$ cat src/hw/rtl/xbmf_pkg.sv
// Package with shared constants and types of the x86 branch address MRU filter.
package xbmf_pkg;
    localparam int ListDepth = 16;
    localparam int IdxW = $clog2(ListDepth);
    localparam int CfgIdxW = 2;
    localparam logic [CfgIdxW-1:0] CFG_DIRECTION = 2'd0;
    localparam logic [CfgIdxW-1:0] CFG_ESCAPE = 2'd1;
    localparam logic [CfgIdxW-1:0] CFG_START = 2'd2;
    localparam logic [7:0] OP_CALL = 8'hE8;
    localparam logic [7:0] OP_JUMP = 8'hE9;
    localparam logic [7:0] OP_TWO_BYTE = 8'h0F;
    localparam logic [7:0] JCC_MASK = 8'hF0;
    localparam logic [7:0] JCC_HIGH = 8'h80;
    localparam logic [7:0] BYTE_ONES = 8'hFF;
    localparam logic [7:0] BYTE_ZERO = 8'h00;

    typedef struct packed {
        logic       direction;
        logic [7:0] escape_byte;
    } cfg_t;
endpackage

$ cat src/hw/rtl/xbmf_if.sv
// Valid-ready channel interfaces for input items, results and configuration.
interface xbmf_in_if;
    logic       valid;
    logic       ready;
    logic [7:0] data_byte;
    logic       restart;
    modport source (output valid, data_byte, restart, input ready);
    modport sink (input valid, data_byte, restart, output ready);
endinterface

interface xbmf_out_if;
    logic       valid;
    logic       ready;
    logic [7:0] out_byte;
    logic       last_of_run;
    modport source (output valid, out_byte, last_of_run, input ready);
    modport sink (input valid, out_byte, last_of_run, output ready);
endinterface

interface xbmf_cfg_if;
    logic        valid;
    logic        ready;
    logic [1:0]  index;
    logic [31:0] data;
    modport source (output valid, index, data, input ready);
    modport sink (input valid, index, data, output ready);
endinterface

$ cat src/hw/rtl/xbmf_list.sv
// Move-to-front list held in a synchronous memory with a read-modify-write sequencer.
module xbmf_list (
    input  logic                     clk,
    input  logic                     rst_n,
    input  logic                     clear,
    input  logic                     start,
    input  logic                     by_index,
    input  logic [xbmf_pkg::IdxW-1:0] index,
    input  logic [31:0]              value,
    output logic                     done,
    output logic [xbmf_pkg::IdxW-1:0] hit_index,
    output logic [31:0]              found
);
    import xbmf_pkg::*;

    typedef enum logic [2:0] {S_IDLE, S_READ, S_SCAN, S_SHIFT_RD, S_SHIFT_WR, S_DONE}
        state_t;

    logic [31:0]     mem [ListDepth];
    logic [ListDepth-1:0] valid_reg;
    state_t          state_reg;
    logic [IdxW-1:0] addr_reg;
    logic [IdxW-1:0] pos_reg;
    logic [31:0]     key_reg;
    logic [31:0]     rdata_reg;
    logic            rvalid_reg;
    logic            by_index_reg;
    logic            done_reg;
    logic [IdxW-1:0] hit_reg;
    logic            we;
    logic [IdxW-1:0] waddr;
    logic [31:0]     wdata;
    logic [31:0]     rd_now;

    assign rd_now = rvalid_reg ? rdata_reg : 32'd0;

    always_ff @(posedge clk)
    begin
        if (we)
        begin
            mem[waddr] <= wdata;
        end
        rdata_reg <= mem[addr_reg];
    end

    always_comb
    begin
        we = 1'b0;
        waddr = pos_reg;
        wdata = rd_now;
        if (state_reg == S_SHIFT_WR)
        begin
            we = 1'b1;
            if (pos_reg == '0)
            begin
                wdata = key_reg;
            end
        end
    end

    always_ff @(posedge clk or negedge rst_n)
    begin
        if (!rst_n)
        begin
            state_reg <= S_IDLE;
            valid_reg <= '0;
            addr_reg <= '0;
            pos_reg <= '0;
            key_reg <= '0;
            rvalid_reg <= 1'b0;
            by_index_reg <= 1'b0;
            done_reg <= 1'b0;
        end
        else
        begin
            done_reg <= 1'b0;
            rvalid_reg <= valid_reg[addr_reg];
            if (clear)
            begin
                valid_reg <= '0;
                state_reg <= S_IDLE;
            end
            else
            begin
                unique case (state_reg)
                    S_IDLE:
                    begin
                        if (start)
                        begin
                            by_index_reg <= by_index;
                            key_reg <= value;
                            addr_reg <= by_index ? index : '0;
                            pos_reg <= by_index ? index : '0;
                            state_reg <= S_READ;
                        end
                    end
                    S_READ:
                    begin
                        state_reg <= S_SCAN;
                    end
                    S_SCAN:
                    begin
                        if (by_index_reg)
                        begin
                            key_reg <= rd_now;
                            by_index_reg <= 1'b0;
                            pos_reg <= '0;
                            addr_reg <= '0;
                            state_reg <= S_READ;
                        end
                        else if (rd_now == key_reg || pos_reg == IdxW'(ListDepth - 1))
                        begin
                            addr_reg <= pos_reg - 1'b1;
                            state_reg <= S_SHIFT_RD;
                        end
                        else
                        begin
                            pos_reg <= pos_reg + 1'b1;
                            addr_reg <= pos_reg + 1'b1;
                            state_reg <= S_READ;
                        end
                    end
                    S_SHIFT_RD:
                    begin
                        state_reg <= S_SHIFT_WR;
                    end
                    S_SHIFT_WR:
                    begin
                        valid_reg[pos_reg] <= 1'b1;
                        if (pos_reg == '0)
                        begin
                            state_reg <= S_DONE;
                        end
                        else
                        begin
                            pos_reg <= pos_reg - 1'b1;
                            addr_reg <= pos_reg - 2'd2;
                            state_reg <= S_SHIFT_RD;
                        end
                    end
                    S_DONE:
                    begin
                        done_reg <= 1'b1;
                        state_reg <= S_IDLE;
                    end
                    default:
                    begin
                        state_reg <= S_IDLE;
                    end
                endcase
            end
        end
    end

    always_ff @(posedge clk)
    begin
        if (state_reg == S_SCAN)
        begin
            hit_reg <= pos_reg;
        end
    end

    assign done = done_reg;
    assign hit_index = hit_reg;
    assign found = key_reg;
endmodule

$ cat src/hw/rtl/x86_branch_address_mru_filter_top.sv
// Top level of the x86 branch address filter with move-to-front lists.
// A passed byte is offered the cycle after it is taken, one per cycle while the output is free.
// A finished capture that needs a list waits while the list sequencer reads the indexed entry for a
// decode, reads and compares each searched entry, reads and writes each moved entry and then finishes;
// after that its five beats leave one per cycle while the output is free; input waits meanwhile.
// Reset loads the register defaults and empties both lists through valid bits.
module x86_branch_address_mru_filter_top (
    input logic         clk,
    input logic         rst_n,
    xbmf_in_if.sink     in_ch,
    xbmf_out_if.source  out_ch,
    xbmf_cfg_if.sink    cfg_ch
);
    import xbmf_pkg::*;

    typedef enum logic [1:0] {T_RUN, T_LIST, T_SEND} state_t;

    cfg_t        cfg_reg;
    logic [30:0] start_reg;
    state_t      state_reg;
    logic [31:0] pos_reg;
    logic [7:0]  prev_reg;
    logic        capt_reg;
    logic [2:0]  cnt_reg;
    logic [7:0]  cb_reg [5];
    logic [7:0]  ob_reg [5];
    logic [2:0]  send_reg;
    logic        ov_reg;
    logic [7:0]  obyte_reg;
    logic        olast_reg;
    logic        is_call_reg;
    logic [31:0] cap_pos_reg;

    logic        acc;
    logic        start_cap;
    logic        cap_now;
    logic [2:0]  cnt_now;
    logic        clear;
    logic        list_start;
    logic        list_by_index;
    logic [IdxW-1:0] list_index;
    logic [31:0] list_value;
    logic        call_done, jump_done;
    logic [IdxW-1:0] call_hit, jump_hit;
    logic [31:0] call_found, jump_found;
    logic        ldone;
    logic [IdxW-1:0] lhit;
    logic [31:0] lfound;
    logic [7:0]  nb [5];
    logic        need_list;
    logic        by_idx;
    logic [31:0] val;
    logic [31:0] enc_v;
    logic [31:0] sx;
    logic        out_free;

    assign cfg_ch.ready = 1'b1;
    assign out_free = !ov_reg || out_ch.ready;
    assign in_ch.ready = (state_reg == T_RUN) && out_free;
    assign acc = in_ch.valid && in_ch.ready;
    assign clear = acc && in_ch.restart;
    assign start_cap = in_ch.data_byte == OP_CALL || in_ch.data_byte == OP_JUMP
        || ((in_ch.data_byte & JCC_MASK) == JCC_HIGH
        && (in_ch.restart ? BYTE_ZERO : prev_reg) == OP_TWO_BYTE);
    assign cap_now = (in_ch.restart ? 1'b0 : capt_reg) || start_cap;
    assign cnt_now = in_ch.restart ? 3'd0 : cnt_reg;

    always_comb
    begin
        for (int k = 0; k < 5; k++)
        begin
            nb[k] = cb_reg[k];
        end
        if (acc)
        begin
            nb[4] = in_ch.data_byte;
        end
        need_list = 1'b0;
        by_idx = 1'b0;
        sx = '0;
        val = {nb[4], nb[3], nb[2], nb[1]};
        if (!cfg_reg.direction)
        begin
            need_list = nb[4] == BYTE_ZERO || nb[4] == BYTE_ONES;
        end
        else if (nb[4] == cfg_reg.escape_byte)
        begin
            need_list = nb[1] == BYTE_ONES && nb[2] == BYTE_ONES
                && {24'd0, nb[3]} < 32'(ListDepth);
            by_idx = 1'b1;
        end
        else if (nb[4] == BYTE_ZERO || nb[4] == BYTE_ONES)
        begin
            sx = {nb[4], nb[1], nb[2], nb[3]} - pos_reg;
            val = {{7{sx[24]}}, sx[24:0]};
            need_list = 1'b1;
        end
    end

    assign list_index = IdxW'(nb[3]);
    assign list_value = val;
    assign list_by_index = by_idx;
    assign list_start = acc && !clear && capt_reg && cnt_reg == 3'd4 && need_list;

    xbmf_list u_call (
        .clk(clk), .rst_n(rst_n), .clear(clear),
        .start(list_start && nb[0] == OP_CALL),
        .by_index(list_by_index), .index(list_index), .value(list_value),
        .done(call_done), .hit_index(call_hit), .found(call_found)
    );

    xbmf_list u_jump (
        .clk(clk), .rst_n(rst_n), .clear(clear),
        .start(list_start && nb[0] != OP_CALL),
        .by_index(list_by_index), .index(list_index), .value(list_value),
        .done(jump_done), .hit_index(jump_hit), .found(jump_found)
    );

    assign ldone = is_call_reg ? call_done : jump_done;
    assign lhit = is_call_reg ? call_hit : jump_hit;
    assign lfound = is_call_reg ? call_found : jump_found;
    assign enc_v = {cb_reg[4], cb_reg[3], cb_reg[2], cb_reg[1]} + cap_pos_reg;

    always_ff @(posedge clk or negedge rst_n)
    begin
        if (!rst_n)
        begin
            cfg_reg <= '{direction: 1'b0, escape_byte: 8'd128};
            start_reg <= 31'd65;
            state_reg <= T_RUN;
            pos_reg <= 32'd65;
            prev_reg <= '0;
            capt_reg <= 1'b0;
            cnt_reg <= '0;
            send_reg <= '0;
            ov_reg <= 1'b0;
            obyte_reg <= '0;
            olast_reg <= 1'b0;
            is_call_reg <= 1'b0;
            cap_pos_reg <= '0;
        end
        else
        begin
            if (cfg_ch.valid)
            begin
                unique case (cfg_ch.index)
                    CFG_DIRECTION: cfg_reg.direction <= cfg_ch.data[0];
                    CFG_ESCAPE: cfg_reg.escape_byte <= cfg_ch.data[7:0];
                    CFG_START: start_reg <= cfg_ch.data[30:0];
                    default: ;
                endcase
            end
            if ((state_reg == T_RUN && acc && !cap_now) || (state_reg == T_SEND && out_free))
            begin
                ov_reg <= 1'b1;
            end
            else if (out_ch.ready)
            begin
                ov_reg <= 1'b0;
            end
            unique case (state_reg)
                T_RUN:
                begin
                    if (acc)
                    begin
                        pos_reg <= (in_ch.restart ? {1'b0, start_reg} : pos_reg) + 32'd1;
                        prev_reg <= in_ch.data_byte;
                        if (cap_now)
                        begin
                            cb_reg[cnt_now] <= in_ch.data_byte;
                            if (cnt_now == 3'd4)
                            begin
                                capt_reg <= 1'b0;
                                cnt_reg <= '0;
                                is_call_reg <= nb[0] == OP_CALL;
                                cap_pos_reg <= pos_reg;
                                for (int k = 0; k < 5; k++)
                                begin
                                    ob_reg[k] <= nb[k];
                                end
                                state_reg <= need_list ? T_LIST : T_SEND;
                                send_reg <= '0;
                            end
                            else
                            begin
                                capt_reg <= 1'b1;
                                cnt_reg <= cnt_now + 3'd1;
                            end
                        end
                        else
                        begin
                            capt_reg <= 1'b0;
                            cnt_reg <= '0;
                            obyte_reg <= in_ch.data_byte;
                            olast_reg <= 1'b1;
                        end
                    end
                end
                T_LIST:
                begin
                    if (ldone)
                    begin
                        if (cfg_reg.direction)
                        begin
                            ob_reg[1] <= lfound[7:0];
                            ob_reg[2] <= lfound[15:8];
                            ob_reg[3] <= lfound[23:16];
                            ob_reg[4] <= lfound[31:24];
                        end
                        else if (lhit != IdxW'(ListDepth - 1))
                        begin
                            ob_reg[1] <= BYTE_ONES;
                            ob_reg[2] <= BYTE_ONES;
                            ob_reg[3] <= 8'(lhit);
                            ob_reg[4] <= cfg_reg.escape_byte;
                        end
                        else
                        begin
                            ob_reg[1] <= enc_v[23:16];
                            ob_reg[2] <= enc_v[15:8];
                            ob_reg[3] <= enc_v[7:0];
                            ob_reg[4] <= {8{enc_v[24]}};
                        end
                        state_reg <= T_SEND;
                    end
                end
                T_SEND:
                begin
                    if (out_free)
                    begin
                        obyte_reg <= ob_reg[send_reg];
                        olast_reg <= send_reg == 3'd4;
                        send_reg <= send_reg + 3'd1;
                        if (send_reg == 3'd4)
                        begin
                            state_reg <= T_RUN;
                        end
                    end
                end
                default:
                begin
                    state_reg <= T_RUN;
                end
            endcase
        end
    end

    assign out_ch.valid = ov_reg;
    assign out_ch.out_byte = obyte_reg;
    assign out_ch.last_of_run = olast_reg;

    a_no_accept_busy: assert property (@(posedge clk) disable iff (!rst_n)
        state_reg != T_RUN |-> !in_ch.ready)
        else $error("input taken while a capture is busy");
    a_count_range: assert property (@(posedge clk) disable iff (!rst_n)
        cnt_reg <= 3'd4)
        else $error("capture count out of range");
    a_send_last: assert property (@(posedge clk) disable iff (!rst_n)
        state_reg == T_SEND && out_free && send_reg == 3'd4 |=> olast_reg && ov_reg)
        else $error("final beat of a capture not marked last");
endmodule
$ cat src/flat_wrapper.sv
// flat-port wrapper written by rule: the top's interface ports become plain ports
module x86_branch_address_mru_filter_top_flat import xbmf_pkg::*;
  (clk, rst_n, in_ch_valid, in_ch_data_byte, in_ch_restart, in_ch_ready, out_ch_valid, out_ch_out_byte, out_ch_last_of_run, out_ch_ready, cfg_ch_valid, cfg_ch_index, cfg_ch_data, cfg_ch_ready);
  xbmf_in_if in_ch_i ();
  xbmf_out_if out_ch_i ();
  xbmf_cfg_if cfg_ch_i ();
  input logic clk;
  input logic rst_n;
  input wire logic [$bits(in_ch_i.valid)-1:0] in_ch_valid;
  input wire logic [$bits(in_ch_i.data_byte)-1:0] in_ch_data_byte;
  input wire logic [$bits(in_ch_i.restart)-1:0] in_ch_restart;
  output wire logic [$bits(in_ch_i.ready)-1:0] in_ch_ready;
  output wire logic [$bits(out_ch_i.valid)-1:0] out_ch_valid;
  output wire logic [$bits(out_ch_i.out_byte)-1:0] out_ch_out_byte;
  output wire logic [$bits(out_ch_i.last_of_run)-1:0] out_ch_last_of_run;
  input wire logic [$bits(out_ch_i.ready)-1:0] out_ch_ready;
  input wire logic [$bits(cfg_ch_i.valid)-1:0] cfg_ch_valid;
  input wire logic [$bits(cfg_ch_i.index)-1:0] cfg_ch_index;
  input wire logic [$bits(cfg_ch_i.data)-1:0] cfg_ch_data;
  output wire logic [$bits(cfg_ch_i.ready)-1:0] cfg_ch_ready;
  assign in_ch_i.valid = in_ch_valid;
  assign in_ch_i.data_byte = in_ch_data_byte;
  assign in_ch_i.restart = in_ch_restart;
  assign in_ch_ready = in_ch_i.ready;
  assign out_ch_valid = out_ch_i.valid;
  assign out_ch_out_byte = out_ch_i.out_byte;
  assign out_ch_last_of_run = out_ch_i.last_of_run;
  assign out_ch_i.ready = out_ch_ready;
  assign cfg_ch_i.valid = cfg_ch_valid;
  assign cfg_ch_i.index = cfg_ch_index;
  assign cfg_ch_i.data = cfg_ch_data;
  assign cfg_ch_ready = cfg_ch_i.ready;
  x86_branch_address_mru_filter_top u_core (.clk(clk), .rst_n(rst_n), .in_ch(in_ch_i), .out_ch(out_ch_i), .cfg_ch(cfg_ch_i));
endmodule
$ cat config.mk
export PLATFORM = sky130hd
export DESIGN_NAME = x86_branch_address_mru_filter_top_flat
export DESIGN_NICKNAME = d
export VERILOG_FILES = /design/src/hw/rtl/xbmf_pkg.sv /design/src/hw/rtl/xbmf_if.sv /design/src/hw/rtl/xbmf_list.sv /design/src/hw/rtl/x86_branch_address_mru_filter_top.sv /design/src/flat_wrapper.sv
export SDC_FILE = /design/constraint.sdc
export NUM_CORES = 2
export LEC_CHECK = 0
export BUFFER_PORTS_ARGS = -buffer_cell sky130_fd_sc_hd__buf_2
export CORE_AREA = 2 2 338 340
export CTS_CLUSTER_SIZE = 24
export DETAILED_ROUTE_END_ITERATION = 8
export DIE_AREA = 0 0 340 342
export PLACE_DENSITY = 0.66
export SLEW_MARGIN = 20
export SYNTH_ARGS = -nofsm -noshare
export SYNTH_HDL_FRONTEND = slang
export SYNTH_HIERARCHICAL = 1
export SYNTH_SLANG_ARGS = --single-unit
$ cat constraint.sdc
create_clock -name clk -period 12.9 [get_ports clk]
set_input_delay 1.935 -clock clk [delete_from_list [all_inputs] [get_ports clk]]
set_output_delay 1.935 -clock clk [all_outputs]
set_load 0.01 [all_outputs]
### Word-level counts from Yosys, hierarchy flattened

Memory sizes are Yosys's and may differ from the RTL's. A register that Yosys moved wholly into a read port is not among the register bits.
Index checks and enable logic that the tools add are counted.

* flip-flop bits (word level): 257
* RAM bits: 1104
* bits of input ports: 48
* memories: 4

Memory list
* u_core.u_call.mem: words 16, bits a word 32, rd ports 1, clocked after memory_dff 1, wr ports 1, line xbmf_list.sv:19 `logic [31:0] mem [ListDepth];`
* u_core.u_jump.mem: words 16, bits a word 32, rd ports 1, clocked after memory_dff 1, wr ports 1, line xbmf_list.sv:19
* u_core.cb_reg: words 5, bits a word 8, rd ports 5, clocked after memory_dff 0, wr ports 1, line x86_branch_address_mru_filter_top.sv:25 `logic [7:0] cb_reg [5];`
* u_core.ob_reg: words 5, bits a word 8, rd ports 1, clocked after memory_dff 0, wr ports 5, line x86_branch_address_mru_filter_top.sv:26 `logic [7:0] ob_reg [5];`

* add/subtract/negate cells: 11
* magnitude comparators: 7
* eq/ne operators: 49
* mux-type cells: 147
* bitwise logic cells: 15
* reduce and logical (&&, ||, !) cells: 64

Operators with widths (count)
* $mux 32: 15
* $mux 8: 17
* $pmux 32 s2: 2
* $eq 32x32->1: 2
* $mux 16: 4
* $mux 4: 16
* $mux 1: 53
* $eq 8x8->1 const B: 6
* $pmux 4 s3: 4
* $mux 3: 13
* $add 32x1->32 const B: 1
* $or 16x16->16: 2
* $pmux 3 s5: 2
* $add 25x25->25: 1
* $sub 25x25->25: 1
* $reduce_and 4->1: 6
* $logic_and 1x1->1: 22
* $mux 2: 11
* $eq 3x3->1 const B: 7
* $lt 4x5->1 const B: 4
* $ne 2x2->1 const B: 9
* $pmux 8 s2: 1
* $reduce_and 5->1: 3
* $eq 3x2->1 const B: 4
* other kinds (35): 87

### Logic depth before layout (Yosys ltp)

* word-level depth: 15
* mapped depth: 17

### Hierarchy

The synthesis kept the hierarchy.

Modules (own cells, without submodules)
* xbmf_list (u_core.u_call): instances 1, cells each 1354, area each 24432.2 um^2, seq. area each 17687.0 um^2
* xbmf_list (u_core.u_jump): instances 1, cells each 1321, area each 24330.8 um^2, seq. area each 17687.0 um^2
* x86_branch_address_mru_filter_top: instances 1, cells each 1346, area each 12705.9 um^2, seq. area each 5211.2 um^2

### Worst setup path after synthesis

No wires, ideal clock.

* kind: input-to-reg
* from: input port in_ch_restart
* to: memory u_core.ob_reg[1][0], enable pin
* setup time: 0.466 ns
* arrival: 5.750 ns
* setup slack: 6.684 ns
* cell stages on the path: 10
* path buffers: 4
* cells stage by stage: buf_2 -> inv_1 -> clkbuf_1 -> buf_1 -> nand2_1 -> ha_1 -> and3_1 -> nand3_1 -> clkbuf_1 -> o21ai_0

RTL lines
* start, declared: line flat_wrapper.sv:11 `input wire logic [$bits(in_ch_i.restart)-1:0] in_ch_restart;`
* end, declared: line x86_branch_address_mru_filter_top.sv:26

### Worst setup path in the final report

* from: input port out_ch_ready
* to: register u_core.u_jump.pos_reg[3]

* longest elaborated chain between the ends: 13
* elaborated cells between the ends (all ways): 26
* those cells by class: 3 x eq/ne; 9 x mux; 1 x bitwise; 13 x reduce/logical

RTL lines
* start, declared: line flat_wrapper.sv:16 `input wire logic [$bits(out_ch_i.ready)-1:0] out_ch_ready;`
* $logic_or 1x1->1 (*): line x86_branch_address_mru_filter_top.sv:58 `assign out_free = !ov_reg || out_ch.ready;`
* $logic_and 1x1->1 (*): line x86_branch_address_mru_filter_top.sv:59 `assign in_ch.ready = (state_reg == T_RUN) && out_free;`
* $logic_and 1x1->1 (*): line x86_branch_address_mru_filter_top.sv:60 `assign acc = in_ch.valid && in_ch.ready;`
* $mux 8: line x86_branch_address_mru_filter_top.sv:74 `if (acc)`
* $eq 8x8->1 / $logic_not 8->1 (equally long branches): line x86_branch_address_mru_filter_top.sv:84, x86_branch_address_mru_filter_top.sv:92
* $logic_or 1x1->1: line x86_branch_address_mru_filter_top.sv:84, x86_branch_address_mru_filter_top.sv:92
* $mux 1: line x86_branch_address_mru_filter_top.sv:92 `else if (nb[4] == BYTE_ZERO || nb[4] == BYTE_ONES)`
* $mux 1: line x86_branch_address_mru_filter_top.sv:86 `else if (nb[4] == cfg_reg.escape_byte)`
* $mux 1: line x86_branch_address_mru_filter_top.sv:82 `if (!cfg_reg.direction)`
* $logic_and 1x1->1: line x86_branch_address_mru_filter_top.sv:103 `assign list_start = acc && !clear && capt_reg && cnt_reg == 3'd4 && need_list;`
* $logic_and 1x1->1: line x86_branch_address_mru_filter_top.sv:114 `.start(list_start && nb[0] != OP_CALL),`
* $ne 2x2->1 (no source line)
* $reduce_and 5->1 (no source line)
* end signal, assigned: line xbmf_list.sv:93 `pos_reg <= by_index ? index : '0;`
* end signal, assigned: line xbmf_list.sv:118 `pos_reg <= pos_reg + 1'b1;`
* end signal, assigned: line xbmf_list.sv:136 `pos_reg <= pos_reg - 1'b1;`
* end, declared: line xbmf_list.sv:23 `logic [IdxW-1:0] pos_reg;`

Every way passes the cells marked *; elsewhere a longest branch is shown, timed or not. The select of a mux whose other input is x is not followed.
A chain may end at the register's enable or synchronous reset.

==> flow_results.org <==
** Status
- The flow ran to the end, and the final reports show no timing, DRC or antenna violations.

** STA
- After routing, the total negative slack on setup checks comes to 0 ns.
- Counting I/O delays and the setup requirement, the final critical path takes 6.22 ns.
- Maximum achievable frequency :: 161 MHz
- The clock arrives with 0.0346 ns of skew.
- Worst-Margin Slew :: 1.12 ns
- Setup repair after global routing missed its margin :: no
- WHS :: 0.475 ns
- Normalized max-slew margin :: 24.7%
- The max-slew violation total from the final report is 0.
- The worst path uses 48.2% of the clock period.
- Setup violations remaining at the end of the flow were counted as 0.
- Number of hold-slack violations in the final timing report :: 0

** Layout
- The largest registers in the layout are u_core/u_call/mem: 512 flops, u_core/u_jump/mem: 512 flops.
- Fill cell total of the finished layout :: 8248
- Total area of sequential cells :: 0.0406 mm2
- Summing all multi-input logic gate instances after layout gives 0.0198 mm2.
- The final layout contains 4253 nets.
- Cells with a size suffix above 1 make up 21.3% of the layout.
- The area growth from synthesis to layout is 11.6%.

** Clocking
- Gates resized during post-CTS repair numbered 0.
- Insertion delay of the later-clocked pin in the worst-skew pair :: 0.76 ns
- Hold-fix buffers at CTS :: 0
- The clock net in this run drives a total of 1412 sinks.
- The clock passes through at most 3 buffers.
- TritonCTS built the clock tree.
- In this run the post-CTS setup repair buffer count came out at 0.
- H-tree levels :: 4
- Clock tree root driver cell :: clkbuf_16
- TritonCTS buffer count :: 146
- CTS clock-pin slew for the worst setup and hold paths :: 0.06 ns

** Placement
- Global placement routability congestion :: 0.965
- Detailed placement finished with a half-perimeter wire length of 93300 um.
- Input/output buffers :: 51

** Power and ir drop
- VDD sags by at most 115 uV.
- Combinational logic is responsible for 12.7% of the overall power.
- The clock network accounts for 38.7% of the total power.
- Dividing total power by cell area gives a power density of 157 mW/mm2.
- Net switching is 24.7% of the power.
- Fraction of power consumed by sequential logic :: 48.6%
- Switching power :: 2.66 mW
- Static leakage power :: 23.6 nW
- Internal portion of total power :: 8.11 mW

** Synthesis
- The synthesized design contains 1112 enable-type register cells.
- Dividing the synthesized area by the synthesized cell count gives 15.3 um2.
- Of the post-synthesis cell area, the dominant cell type holds 54.3%.
- #FFs+latches synth :: 1412
- Ranked by total cell area, the synthesized netlist is headed by edfxtp_1, mux4_2, dfrtp_1.
- Cell with the most instances after synthesis :: edfxtp_1
- Most frequent cells after synthesis :: edfxtp_1, mux4_2, nor2_1
- Summed over all instances, the cell type with the most area after synthesis is edfxtp_1.
- The synthesized netlist contains 106 unique library cells.
- Part of the Yosys area used for sequential elements :: 66.0%
- When the netlist entered floorplanning its net count stood at 4139.
- Cell Area, Synth :: 0.0615 mm2
- Leading register cell type out of synthesis :: edfxtp_1
- In the synthesized netlist the async set-or-reset flop fraction comes to 16.7%.
- Yosys printed 6 warnings.
- Number of instances in the synthesized netlist :: 4021

** Setup path
- The slowest stage of the critical path is the nor2b_1 cell.
- Critical path startpoint category :: input port
- The signal on the critical path passes through buf_2 -> nand2b_1 -> nand3_2 -> buf_4 -> mux2i_1 -> xor2_1 -> and4_4 -> nand2_1 -> mux2_2 -> nor4b_1 -> buf_4 -> nor3_1 -> a2111oi_2 -> nor2b_1 -> inv_1 -> a21oi_4 -> mux2_4.
- In this run the worst path has a maximum fanout of 53.
- Critical Path End Type :: register
- For the worst flop-to-flop path, the logic depth is 16.
- CP Data Arrival Time :: 6.85 ns
- Required time at the worst-slack endpoint :: 13.53 ns
- Crit-path most repeated cell :: buf_4
- Slowest stage delay, CP :: 0.67 ns
- Class of the most critical setup path :: in2reg

** Floorplan
- The die is 340 um wide.
- Total die area :: 0.116 mm2
- During I/O placement, the number of pins put on the boundary was 60.
- In this run the vertical extent of the chip is 342 um.
- Core Footprint :: 0.113 mm2
- Number of rows created at floorplan :: 124
- Initial core utilization :: 54.3%

** Route
- DR vias/cell :: 6.27
- After detailed routing, the number of remaining DRC violations is 0.
- Via count :: 36198
- Total Routed Length :: 154000 um
- First drt pass iteration count :: 7
- Once detail routing completed, the nets flagged for antenna violations numbered 0.
- After the first detailed-routing iteration, the DRC count stood at 4300.
- After detailed routing, the average wire length per cell comes to 26.8 um.

** GRT
- GRT Overall Usage :: 26.6%
- Entering global routing, the biggest net connects 123 pins.
- Global-route wire length before repair :: 228000 um
- Global routing finished with a remaining overflow of 0.
- Number of antenna violations at the first check in global routing :: 3
- Number of global-route vias before repair :: 34667

** Min path
- HP Class :: reg2reg
- Counting instances, the worst hold path has a depth of 2.

** Job
- Max-cap violations in this run came to 0.
-- placed cells by master, fill, tap and decap left out, types with 27 or more instances in the layout --
cell type,instances
edfxtp_1,1112
mux4_2,338
nor2_1,310
nand2_1,307
a21oi_1,261
o21ai_0,222
dfrtp_1,220
clkbuf_16,150
buf_4,133
inv_1,69
nand3_1,69
ha_1,68
dfxtp_1,64
mux2_2,59
mux2i_1,56
buf_2,50
xnor2_1,50
clkbuf_1,44
xor2_1,41
nor3_1,36
o22ai_1,28
nand4_1,27
-- stage by stage --
stage	worst slack [ns]	util, %	area, um2	instances	power (mW)
after detailed placement	6.10	56.4	63800	5499	6.70
after global routing	6.43	60.6	68600	5768	11.1
final	6.68	60.7	68600	5769	10.8
after CTS	6.86	60.6	68600	5768	10.9
after global placement	6.18	56.4	63800	5499	6.68
after floorplan	6.68	-	61500	4021	6.26
-- worst paths after layout --
kind,startpoint,endpoint,slack (ns)
max,out_ch_ready,u_core/u_jump/pos_reg[3]$_DFFE_PN0P_,6.68
min,u_core/prev_reg[4]$_DFFE_PN0P_,u_core/prev_reg[4]$_DFFE_PN0P_,0.48
max reg2reg,u_core/state_reg[1]$_DFFE_PN0P_,u_core/u_jump/pos_reg[3]$_DFFE_PN0P_,7.41
min reg2reg,u_core/prev_reg[4]$_DFFE_PN0P_,u_core/prev_reg[4]$_DFFE_PN0P_,0.48
max in group asynchronous,rst_n,u_core/u_call/rvalid_reg$_DFF_PN0_,10.44
min in group asynchronous,rst_n,u_core/start_reg[22]$_DFFE_PN0P_,1.16
-- cell families (layout without fill, tap and decap cells) --
kind of cell	count (synthesis)	in the layout	share of synthesized area, %
simple gates	960	960	7.53
buf+inv	290	525	1.98
xor+xnor	91	91	1.30
other cells	1	2	0.00610
mux	456	456	14.5
fa+ha+maj	70	70	1.45
compound gates	741	741	7.26
flops	1412	1412	66.0
-- layer usage --
| metal | global-route usage [%] | vias up | wire length, um |
|---|---|---|---|
| li1 | - | 15896 | - |
| met1 | 38.3 | 18556 | 64200 |
| met2 | 41.6 | 1467 | 72900 |
| met3 | 4.33 | 277 | 11900 |
| met4 | 9.58 | 2 | 5430 |
| met5 | 0 | - | 11 |
-- critical path: cells and delay by family --
| kind | cells | cell delay, ns |
|---|---|---|
| buffers and inverters | 4 | 1.01 |
| AOI/OAI and AO/OA | 2 | 0.62 |
| muxes | 3 | 1.22 |
| xor gates and xnor gates | 1 | 0.20 |
| and+or+nand+nor | 7 | 1.85 |
-- final cells by class --
class | count | share of cell area, %
clock buffer | 211 | 6.05
tap | 1512 | 2.76
clock inverter | 58 | 0.866
antenna | 1 | 0.00365
timing repair buffer | 185 | 1.87
sequential | 1412 | 59.2
multi-input combinational | 2319 | 28.9
inverter | 71 | 0.392
-- power groups by stage --
stage                     sequential (mW)  combinational (mW)  clock, mW
after detailed placement             5.32                1.37          0
after CTS                            5.23                1.38       4.24
after global routing                 5.25                1.47       4.41
after floorplan                      5.18                1.08          0
final                                5.23                1.37       4.16
after global placement               5.32                1.36          0
Note: power is estimated with default switching activity, not from simulation.
